===== src/rtl/pin_record_stream_checker_unit_defines.svh =====
// Assertion macros for the checker's RTL; the record parser (prsc_back) includes them.
`ifndef PIN_RECORD_STREAM_CHECKER_UNIT_DEFINES_SVH
`define PIN_RECORD_STREAM_CHECKER_UNIT_DEFINES_SVH

// Same-cycle implication, checked on every rising edge outside reset.
`define PRSC_ASSERT_NOW(label, ante, cons, msg) \
   label: assert property (@(posedge clock) disable iff (reset) (ante) |-> (cons)) \
      else $error(msg);

// Next-cycle implication, checked on every rising edge outside reset.
`define PRSC_ASSERT_NEXT(label, ante, cons, msg) \
   label: assert property (@(posedge clock) disable iff (reset) (ante) |=> (cons)) \
      else $error(msg);

`endif


===== src/rtl/prsc_pkg.sv =====
// Types and constants shared by the pin record stream checker.
package prsc_pkg;

   typedef struct packed {
      logic [7:0] blob_byte;
      logic       final_byte;
   } req_type;

   typedef struct packed {
      logic       payload_valid;
      logic [7:0] payload_byte;
      logic       record_end;
      logic       record_good;
      logic [1:0] blob_status;
   } rsp_type;

   // An input item with its tag-byte classification worked out in front.
   typedef struct packed {
      logic [7:0] blob_byte;
      logic       final_byte;
      logic       byte_zero;
      logic       byte_ff;
   } class_type;

   typedef enum logic [2:0] {
      OP_TAG  = 3'd0,
      OP_LEN0 = 3'd1,
      OP_LEN1 = 3'd2,
      OP_LEN2 = 3'd3,
      OP_LEN3 = 3'd4,
      OP_LIST = 3'd5
   } outer_phase_type;

   typedef enum logic [1:0] {
      IP_SIZE_LO = 2'd0,
      IP_SIZE_HI = 2'd1,
      IP_BODY    = 2'd2,
      IP_DONE    = 2'd3
   } inner_phase_type;

   localparam logic [1:0] STATUS_BUSY   = 2'd0;
   localparam logic [1:0] STATUS_OK     = 2'd1;
   localparam logic [1:0] STATUS_REJECT = 2'd2;

   localparam logic [7:0] TAG_RECORD = 8'h00;
   localparam logic [7:0] TAG_END    = 8'hff;

endpackage


===== src/rtl/prsc_fifo.sv =====
// Two-entry queue built from a head and a tail register.
module prsc_fifo
   #(parameter int WIDTH = 8)
   (
      input  logic             clock,
      input  logic             reset,
      input  logic             push,
      input  logic [WIDTH-1:0] push_data,
      output logic             full,
      input  logic             pop,
      output logic             empty,
      output logic [WIDTH-1:0] head_data
   );

   logic [1:0]       count_ff, count_in;
   logic [WIDTH-1:0] head_ff, head_in;
   logic [WIDTH-1:0] tail_ff, tail_in;
   logic             do_push, do_pop;

   assign full      = (count_ff == 2'd2);
   assign empty     = (count_ff == 2'd0);
   assign head_data = head_ff;
   assign do_push   = push && !full;
   assign do_pop    = pop && !empty;

   always_comb begin
      count_in = count_ff;
      head_in  = head_ff;
      tail_in  = tail_ff;
      case (count_ff)
         2'd0: begin
            if (do_push) begin
               head_in  = push_data;
               count_in = 2'd1;
            end
         end
         2'd1: begin
            if (do_push && do_pop) begin
               head_in = push_data;
            end else if (do_push) begin
               tail_in  = push_data;
               count_in = 2'd2;
            end else if (do_pop) begin
               count_in = 2'd0;
            end
         end
         2'd2: begin
            if (do_pop) begin
               head_in = tail_ff;
               if (do_push) begin
                  tail_in = push_data;
               end else begin
                  count_in = 2'd1;
               end
            end
         end
         default: begin
            count_in = 2'd0;
         end
      endcase
   end

   always_ff @(posedge clock) begin
      if (reset) begin
         count_ff <= 2'd0;
      end else begin
         count_ff <= count_in;
      end
      head_ff <= head_in;
      tail_ff <= tail_in;
   end

endmodule


===== src/rtl/prsc_front.sv =====
// Input stage: takes items and classifies the byte for the parser.
module prsc_front
   import prsc_pkg::*;
   (
      input  logic      clock,
      input  logic      reset,
      input  logic      push,
      output logic      full,
      input  req_type   req_item,
      output logic      class_push,
      input  logic      class_full,
      output class_type class_item
   );

   logic      valid_ff, valid_in;
   class_type item_ff, item_in;
   logic      take, send;

   assign send       = valid_ff && !class_full;
   assign full       = valid_ff && class_full;
   assign take       = push && !full;
   assign class_push = valid_ff;
   assign class_item = item_ff;

   always_comb begin
      valid_in = valid_ff;
      item_in  = item_ff;
      if (take) begin
         valid_in             = 1'b1;
         item_in.blob_byte    = req_item.blob_byte;
         item_in.final_byte   = req_item.final_byte;
         item_in.byte_zero    = (req_item.blob_byte == TAG_RECORD);
         item_in.byte_ff      = (req_item.blob_byte == TAG_END);
      end else if (send) begin
         valid_in = 1'b0;
      end
   end

   always_ff @(posedge clock) begin
      if (reset) begin
         valid_ff <= 1'b0;
      end else begin
         valid_ff <= valid_in;
      end
      item_ff <= item_in;
   end

endmodule


===== src/rtl/prsc_back.sv =====
// Record parser: steps the record and item-list state once per item.
module prsc_back
   import prsc_pkg::*;
   (
      input  logic      clock,
      input  logic      reset,
      input  logic      class_empty,
      input  class_type class_item,
      output logic      class_pop,
      input  logic      rsp_full,
      output logic      rsp_push,
      output rsp_type   rsp_item
   );

`include "pin_record_stream_checker_unit_defines.svh"

   outer_phase_type outer_ff, outer_in;
   inner_phase_type inner_ff, inner_in;
   logic [31:0]     length_ff, length_in;
   logic [31:0]     rec_rem_ff, rec_rem_in;
   logic [7:0]      size_low_ff, size_low_in;
   logic [15:0]     item_rem_ff, item_rem_in;
   logic            list_failed_ff, list_failed_in;
   logic            blob_failed_ff, blob_failed_in;

   logic            take;
   logic            accepted;
   logic            is_list;
   logic            rec_end;
   logic            rec_good;
   logic            fail_next;

   assign take      = !class_empty && !rsp_full;
   assign class_pop = take;
   assign rsp_push  = take;

   // Next state.
   always_comb begin
      logic [1:0]  len_idx;
      logic [15:0] size;
      len_idx        = 2'(outer_ff - OP_LEN0);
      size           = {class_item.blob_byte, size_low_ff};
      outer_in       = outer_ff;
      inner_in       = inner_ff;
      length_in      = length_ff;
      rec_rem_in     = rec_rem_ff;
      size_low_in    = size_low_ff;
      item_rem_in    = item_rem_ff;
      list_failed_in = list_failed_ff;
      fail_next      = blob_failed_ff;
      accepted       = 1'b0;
      is_list        = 1'b0;
      rec_end        = 1'b0;
      rec_good       = 1'b0;
      if (take && !blob_failed_ff) begin
         case (outer_ff)
            OP_TAG: begin
               if (class_item.final_byte && class_item.byte_ff) begin
                  accepted = 1'b1;
               end else if (!class_item.byte_zero) begin
                  fail_next = 1'b1;
               end else begin
                  length_in = '0;
                  outer_in  = OP_LEN0;
               end
            end
            OP_LEN0, OP_LEN1, OP_LEN2, OP_LEN3: begin
               length_in[8*len_idx +: 8] = class_item.blob_byte;
               if (outer_ff == OP_LEN3) begin
                  if (length_in < 32'd2) begin
                     fail_next = 1'b1;
                  end else begin
                     rec_rem_in     = length_in;
                     inner_in       = IP_SIZE_LO;
                     size_low_in    = '0;
                     item_rem_in    = '0;
                     list_failed_in = 1'b0;
                     outer_in       = OP_LIST;
                  end
               end else begin
                  outer_in = outer_phase_type'(outer_ff + 3'd1);
               end
            end
            OP_LIST: begin
               is_list    = 1'b1;
               rec_rem_in = rec_rem_ff - 32'd1;
               case (inner_ff)
                  IP_SIZE_LO: begin
                     size_low_in = class_item.blob_byte;
                     inner_in    = IP_SIZE_HI;
                  end
                  IP_SIZE_HI: begin
                     if (size == 16'd0) begin
                        inner_in = IP_DONE;
                     end else if (size == 16'd1) begin
                        list_failed_in = 1'b1;
                        inner_in       = IP_SIZE_LO;
                     end else begin
                        item_rem_in = size - 16'd2;
                        inner_in    = (size != 16'd2) ? IP_BODY : IP_SIZE_LO;
                     end
                  end
                  IP_BODY: begin
                     item_rem_in = item_rem_ff - 16'd1;
                     if (item_rem_ff == 16'd1) begin
                        inner_in = IP_SIZE_LO;
                     end
                  end
                  default: begin
                     // Bytes after the terminator spoil the list.
                     list_failed_in = 1'b1;
                  end
               endcase
               if (rec_rem_ff == 32'd1) begin
                  rec_end  = 1'b1;
                  rec_good = !list_failed_in && (inner_in == IP_DONE);
                  if (!rec_good) begin
                     fail_next = 1'b1;
                  end
                  outer_in = OP_TAG;
               end else if (class_item.final_byte) begin
                  rec_end = 1'b1;
               end
            end
            default: begin
               fail_next = 1'b1;
            end
         endcase
      end
      blob_failed_in = fail_next;
      // The final item of a blob returns everything to its reset state.
      if (take && class_item.final_byte) begin
         outer_in       = OP_TAG;
         inner_in       = IP_SIZE_LO;
         length_in      = '0;
         rec_rem_in     = '0;
         size_low_in    = '0;
         item_rem_in    = '0;
         list_failed_in = 1'b0;
         blob_failed_in = 1'b0;
      end
   end

   // Result item.
   always_comb begin
      rsp_item.payload_valid = is_list;
      rsp_item.payload_byte  = is_list ? class_item.blob_byte : 8'd0;
      rsp_item.record_end    = rec_end;
      rsp_item.record_good   = rec_good;
      if (class_item.final_byte) begin
         rsp_item.blob_status = (accepted && !fail_next) ? STATUS_OK : STATUS_REJECT;
      end else begin
         rsp_item.blob_status = fail_next ? STATUS_REJECT : STATUS_BUSY;
      end
   end

   always_ff @(posedge clock) begin
      if (reset) begin
         outer_ff       <= OP_TAG;
         inner_ff       <= IP_SIZE_LO;
         list_failed_ff <= 1'b0;
         blob_failed_ff <= 1'b0;
      end else begin
         outer_ff       <= outer_in;
         inner_ff       <= inner_in;
         list_failed_ff <= list_failed_in;
         blob_failed_ff <= blob_failed_in;
      end
      length_ff   <= length_in;
      rec_rem_ff  <= rec_rem_in;
      size_low_ff <= size_low_in;
      item_rem_ff <= item_rem_in;
   end

   `PRSC_ASSERT_NOW(a_good_has_end, rsp_push && rsp_item.record_good, rsp_item.record_end, "record_good without record_end")
   `PRSC_ASSERT_NOW(a_payload_in_list, rsp_push && rsp_item.payload_valid, outer_ff == OP_LIST && !blob_failed_ff, "payload outside a record list")
   `PRSC_ASSERT_NOW(a_ok_on_final, rsp_push && rsp_item.blob_status == STATUS_OK, class_item.final_byte && outer_ff == OP_TAG, "blob accepted away from the final tag")
   `PRSC_ASSERT_NEXT(a_final_clears, take && class_item.final_byte, outer_ff == OP_TAG && !blob_failed_ff && inner_ff == IP_SIZE_LO, "state not cleared after final item")
   `PRSC_ASSERT_NOW(a_list_phase_rem, outer_ff == OP_LIST, rec_rem_ff != 32'd0, "list phase with no bytes left")

endmodule


===== src/rtl/pin_record_stream_checker_unit.sv =====
// Top level of the pin record stream checker.
// The checker takes one blob byte per item and returns one result item per input item, in order,
// at a sustained rate of one item per clock cycle when nothing stalls. An accepted item passes a
// classifying input register, a two-entry queue, the record parser, which forms its result
// combinationally, and a two-entry result queue, whose head register drives the rsp ports;
// either side may stall without stopping the other until the queues fill. The parser's
// one-step update of the record and item-list counters sets the rate.
module pin_record_stream_checker_unit
   import prsc_pkg::*;
   (
      input  logic    clock,
      input  logic    reset,
      input  logic    push,
      output logic    full,
      input  req_type req_item,
      output logic    empty,
      input  logic    pop,
      output rsp_type rsp_item
   );

   class_type class_in_item;
   class_type class_out_item;
   logic      class_push, class_full, class_pop, class_empty;
   logic      rsp_push, rsp_full;
   rsp_type   rsp_new_item;

   prsc_front u_front (
      .clock      (clock),
      .reset      (reset),
      .push       (push),
      .full       (full),
      .req_item   (req_item),
      .class_push (class_push),
      .class_full (class_full),
      .class_item (class_in_item)
   );

   prsc_fifo #(.WIDTH($bits(class_type))) u_class_fifo (
      .clock     (clock),
      .reset     (reset),
      .push      (class_push),
      .push_data (class_in_item),
      .full      (class_full),
      .pop       (class_pop),
      .empty     (class_empty),
      .head_data (class_out_item)
   );

   prsc_back u_back (
      .clock       (clock),
      .reset       (reset),
      .class_empty (class_empty),
      .class_item  (class_out_item),
      .class_pop   (class_pop),
      .rsp_full    (rsp_full),
      .rsp_push    (rsp_push),
      .rsp_item    (rsp_new_item)
   );

   prsc_fifo #(.WIDTH($bits(rsp_type))) u_rsp_fifo (
      .clock     (clock),
      .reset     (reset),
      .push      (rsp_push),
      .push_data (rsp_new_item),
      .full      (rsp_full),
      .pop       (pop),
      .empty     (empty),
      .head_data (rsp_item)
   );

endmodule

===== config.mk =====
export PLATFORM = sky130hd
export DESIGN_NAME = pin_record_stream_checker_unit
export DESIGN_NICKNAME = d
export VERILOG_FILES = /design/src/rtl/prsc_pkg.sv /design/src/rtl/prsc_fifo.sv /design/src/rtl/prsc_front.sv /design/src/rtl/prsc_back.sv /design/src/rtl/pin_record_stream_checker_unit.sv
export VERILOG_INCLUDE_DIRS = /design/src /design/src/rtl
export SDC_FILE = /design/constraint.sdc
export NUM_CORES = 1
export LEC_CHECK = 0
export ABC_CLOCK_PERIOD_IN_PS = 4000
export BUFFER_PORTS_ARGS = -buffer_cell sky130_fd_sc_hd__clkbuf_2
export CAP_MARGIN = 20
export CORE_ASPECT_RATIO = 0.75
export CORE_MARGIN = 4
export CORE_UTILIZATION = 40
export CTS_BUF_LIST = sky130_fd_sc_hd__clkbuf_16
export CTS_CLUSTER_SIZE = 25
export DETAILED_ROUTE_END_ITERATION = 7
export MAX_ROUTING_LAYER = met4
export PLACE_DENSITY_LB_ADDON = 0.08
export SLEW_MARGIN = 20
export SYNTH_ARGS = -nofsm -noshare
export SYNTH_HDL_FRONTEND = slang
export SYNTH_SLANG_ARGS = --single-unit

===== constraint.sdc =====
create_clock -name clock -period 4 [get_ports clock]
set_clock_uncertainty 0.05 [all_clocks]
set_input_delay 0.8 -clock clock [delete_from_list [all_inputs] [get_ports clock]]
set_output_delay 0.8 -clock clock [all_outputs]
set_load 0.02 [all_outputs]

* Word-level counts from Yosys, hierarchy flattened
Index checks and enable logic that the tools add are counted.
Storage, ports and cells: bits in registers 159, logic and storage cells 214
Cells by class: add/subtract/negate cells 6, order comparisons 1, equal/unequal tests 39, shift-type cells 2, multiplexer cells 97, reduce and logical (&&, ||, !) cells 50
Operator list (count):
- 32-bit 2-to-1 mux | 4
- 32-bit case mux with 2 select lines | 2
- 13-bit 2-to-1 mux | 6
- 11-bit 2-to-1 mux | 6
- 16-bit 2-to-1 mux | 4
- 16-bit case mux with 2 select lines | 2
- 2-bit 2-to-1 mux | 23
- 13-bit case mux with 3 select lines | 1
- 5-bit negation with 34-bit output | 1
- 8-bit by 34-bit variable shift with 32-bit output (first input constant) | 1
- 8-bit by 34-bit variable part select with 32-bit output | 1
- 11-bit case mux with 3 select lines | 1
- 32-bit bitwise mux | 1
- 16-bit by 1-bit equality test with 1-bit output (second input constant) | 2
- 32-bit by 1-bit equality test with 1-bit output (second input constant) | 1
- 32-bit by 2-bit less-than comparator with 1-bit output (second input constant) | 1
- 8-bit 2-to-1 mux | 4
- 32-bit by 1-bit subtractor with 32-bit output (second input constant) | 1
- 1-bit 2-to-1 mux | 27
- 13-bit case mux with 2 select lines | 1
- 2-bit inequality test (second input constant) | 12
- 11-bit case mux with 2 select lines | 1
- 2-bit case mux with 3 select lines | 3
- 16-bit zero test | 1
- other kinds (34) | 88

* Depth between registers and ports, before layout
depth after elaboration 20, depth in mapped cells 14, mapped depth without buffers 9

* Hierarchy
Synthesis repeated with hierarchy kept, for this count alone.
Second synthesis, totals: cells, all modules 981, area total of the unflattened synthesis 8643.3 sq um
By module, submodules not included:
- prsc_back | times used 1, cells each 854, area an instance 6216.0 sq um, sequential area each 1901.8 sq um
- prsc_fifo at u_rsp_fifo | times used 1, cells each 55, area an instance 1099.8 sq um, sequential area each 820.8 sq um
- prsc_fifo at u_class_fifo | times used 1, cells each 50, area an instance 920.9 sq um, sequential area each 700.7 sq um
- prsc_front | times used 1, cells each 22, area an instance 406.6 sq um, sequential area each 350.3 sq um

* Least setup slack after synthesis
Ideal clock, no wire load.
path kind reg2reg, from reg u_back.outer_ff[0], to reg u_back.rec_rem_ff[16], setup time 0.131 ns, arrival 3.394 ns, setup slack 0.425 ns, stages on the path, launching flop included 15, cells stage by stage dfxtp_1 -> clkbuf_1 -> clkbuf_1 -> inv_1 -> ha_1 -> clkbuf_1 -> nand4_1 -> o21ai_0 -> a2111o_1 -> or4_1 -> buf_2 -> o221ai_4 -> buf_4 -> mux2i_1 -> nor3_2
On the way: word-level cells in the longest chain between the ends 7, elaborated cells between the ends (all ways) 19
RTL lines:
- from (decl) | line prsc_back.sv:17 | outer_phase_type outer_ff, outer_in;
- from (signal assigned) | line prsc_back.sv:164 | outer_ff <= outer_in;
- 2-bit by 1-bit subtractor with 2-bit output | line prsc_back.sv:41 | len_idx = 2'(outer_ff - OP_LEN0);
- 5-bit negation with 34-bit output | line prsc_back.sv:68 | length_in[8*len_idx +: 8] = class_item.blob_byte;
- 8-bit by 34-bit variable part select with 32-bit output or 8-bit by 34-bit variable shift with 32-bit output (tied branches) | line prsc_back.sv:68
- 32-bit bitwise mux | line prsc_back.sv:68
- 32-bit by 2-bit less-than comparator with 1-bit output or 32-bit 2-to-1 mux (tied branches) | line prsc_back.sv:70 | if (length_in < 32'd2) begin
- 2-bit inequality test (no line) or 32-bit 2-to-1 mux (tied branches)
- 4-bit AND reduction (no line) or 32-bit case mux with 2 select lines (tied branches)
- to (signal assigned) | line prsc_back.sv:170 | rec_rem_ff <= rec_rem_in;
- to (decl) | line prsc_back.sv:20 | logic [31:0] rec_rem_ff, rec_rem_in;
Parallel ways exist; a longest one is shown, timed or not. The select of a mux whose other input is x is not followed. A chain may end at the register's enable or synchronous reset.

* Final worst setup path
from reg u_back.outer_ff[0], to reg u_back.rec_rem_ff[31]
The elaborated chain is that of the path after synthesis.

==> flow_metrics.tcl <==
set metrics [dict create \
    fmax_ghz 0.262 \
    die_h_um 136 \
    grt_pass1_vias 6735 \
    final.setup.tns_ns 0 \
    total_leakage_power_nw 3.64 \
    r2r_slack_ns 0.19 \
    port_buffers 27 \
    avgSynthCellArea_um2 8.89 \
    drive_above_1_share 0.121 \
    synth-xor-area-share 0.0252 \
    globalRouteTotalUtil 0.210 \
    cp.arrival_ns 4.09 \
    area_growth_pct 11.9 \
    ant_nets 0 \
    core_area_um2 21200 \
    synth_edf_count 59 \
    multi_input_comb_area_um2 4520 \
    criticalPathCategory "reg -> reg" \
    critPathMaxFanout 13 \
    synth_top_family_by_area "simple AND/OR/NAND/NOR gates" \
    synthTopCellsByCount "nor2_1 (113), dfxtp_1 (100), a21oi_1 (73)" \
    die-area_um2 24200 \
    hold_class "reg -> reg" \
    clock_latency_ns 0.44 \
    p_per_area_nw_per_um2 401 \
    synth-async-reset-ratio 0 \
    start_util 0.409 \
    synth_top_area_share 0.230 \
    cts_tree "built" \
    yosysUniqueCellTypes 73 \
    clockRootBuffer "clkbuf_16" \
    synth-adder-area-share 0.0288 \
    clk_path_buf_depth 2 \
    pre_cts_slack_ns 0.238 \
    final_nets 1019 \
    clk_pin_slew_worst_paths_ns 0.07 \
    grt_pass1_wl_mm 38.7 \
    relSlewSlack 0.310 \
    vias_per_cell 5.66 \
    drt_iter0_drc 719 \
    routedWlPerCell_um 18.4 \
    drc 0 \
    fin_crit_ns 3.81 \
    synthMuxAreaShare 0.0353 \
    ir_worst_vdd_mv 0.278 \
    setup_viol 0 \
    hold_buffers 0 \
    vias 7276 \
    cp-end-kind "flop" \
    rows 46 \
    mappedNetlistArea_um2 8690 \
    synth-compound-area-share 0.209 \
    cts_made_buffers 17 \
    synth.most_common_cell "nor2_1" \
    crit_path_start_kind "flop" \
    synth.area.top_cells "dfxtp_1 (23%), edfxtp_1 (20%), nor2_1 (4.9%)" \
    synth.largest_area_cell "dfxtp_1" \
    status "finished, final reports clean" \
    grt_max_degree 57 \
    syn_inst 978 \
    htreeDepth 4 \
    antenna_cells 0 \
    cts.sinks 159 \
    rsz0062_at_grt "false" \
    drt_wl_total_mm 23.7 \
    slew_viol_final 0 \
    worstMarginPinSlew_ns 1.03 \
    whs_path_depth 0 \
    hpwl_mm 16.3 \
    fillers 2094 \
    post_cts_buffers 0 \
    firstDrtPassIters 5 \
    antenna_found_initial 0 \
    die_w_um 178 \
    synth-seq-cells 159 \
    seq_area_um2 3770 \
    grt_overflow 0 \
    yosysSeqAreaShare 0.434 \
    power_w 0.00390 \
    maxCapViolations 0 \
    hold_viol 0 \
    synthSimpleGateAreaFrac 0.220 \
    gp_congestion 0.860 \
    yosysWarnings 0 \
    cts_resized 0 \
    synth_flop_cell "dfxtp_1" \
    fin_ws_ns 0.186 \
    syn_nets 1011 \
    required_ns 4.27 \
    period_share 0.953 \
    r2r_cells 11 \
    top_level_ports 28 \
]
-- sequential cells by signal, summed over array words and instances (netlist names) --
register / cells
u_back.rec_rem_ff: 32
u_back.item_rem_ff: 16
u_class_fifo.tail_ff: 11
u_back.inner_ff: 2
u_rsp_fifo.tail_ff: 13
u_rsp_fifo.head_data: 13
u_back.length_ff: 32
u_front.class_push: 1
u_class_fifo.count_ff: 2
u_back.outer_ff: 3
u_rsp_fifo.count_ff: 2
u_back.blob_failed_ff: 1
u_class_fifo.head_data: 11
u_back.size_low_ff: 8
u_back.list_failed_ff: 1
u_front.class_item: 11
-- cell type report --
| type | instances | area share |
|---|---|---|
| clock buffers | 17 | 0.0437 |
| clock inverters | 14 | 0.0111 |
| inverters | 33 | 0.0127 |
| multi-input cells | 714 | 0.465 |
| flip-flops and latches | 159 | 0.388 |
| well taps | 288 | 0.0371 |
| repair buffers | 61 | 0.0427 |
-- through the flow --
step / utilization / std cells / hold WS (ns) / instance area [um^2]
after floorplan: - / 978 / 0.372 / 8690
after CTS: 0.458 / 1286 / 0.404 / 9720
after global placement: 0.433 / 1255 / 0.392 / 9190
after global routing: 0.458 / 1286 / 0.421 / 9720
after detailed placement: 0.433 / 1255 / 0.391 / 9190
final: 0.458 / 1286 / 0.401 / 9720
-- critical path: stages, from the launching register on --
cell and delay (ns):
dfxtp_1 0.53, inv_1 0.14, ha_1 0.39, nor3b_1 0.17, buf_4 0.17, a311oi_1 0.44
nand4_1 0.15, or4_1 0.67, o221ai_4 0.42, buf_4 0.28, mux2i_1 0.24, nor3_2 0.05
-- logic make-up after synthesis --
family                   after synthesis
AO/OA/AOI/OAI                        265
adder cells (fa/ha/maj)               20
flip-flops                           159
AND/OR/NAND/NOR                      375
multiplexers                          29
XOR/XNOR                              25
buffers and inverters                105
-- cell usage in the layout, fill, tap and decap left out, drive strengths merged, types with 25 or more instances in the layout --
master | netlist | final
nand2 | 57 | 57
dfxtp | 100 | 100
nor2 | 114 | 114
a21oi | 73 | 73
nor3 | 37 | 37
o21ai | 30 | 30
nand3 | 28 | 28
clkbuf | 56 | 44
edfxtp | 59 | 59
inv | 32 | 36
buf | 16 | 34
nand2b | 25 | 25
-- power breakdown --
group	internal [W]	switching, W	total [W]
registers	0.00175	0.0000518	0.00180
logic	0.000185	0.000388	0.000573
clock network	0.000839	0.000681	0.00152
total	0.00278	0.00112	0.00390
-- metal layers --
layer  track usage  routed length [um]
met1         0.328               12800
met2         0.272                9350
met3        0.0430                1270
met4        0.0499                 246
met5             -                   0
-- path summary, 6_finish.rpt --
kind,start,endpoint
worst max-delay path,u_back.outer_ff[0]$_SDFFE_PP0P_,u_back.rec_rem_ff[31]$_SDFFE_PP0P_
worst min-delay path,u_front.class_item[4]$_DFFE_PP_,u_class_fifo.tail_ff[4]$_DFFE_PP_
worst min register to register,u_front.class_item[4]$_DFFE_PP_,u_class_fifo.tail_ff[4]$_DFFE_PP_
worst max register to register,u_back.outer_ff[0]$_SDFFE_PP0P_,u_back.rec_rem_ff[31]$_SDFFE_PP0P_
No activity file was read; power rests on OpenSTA's default activity.
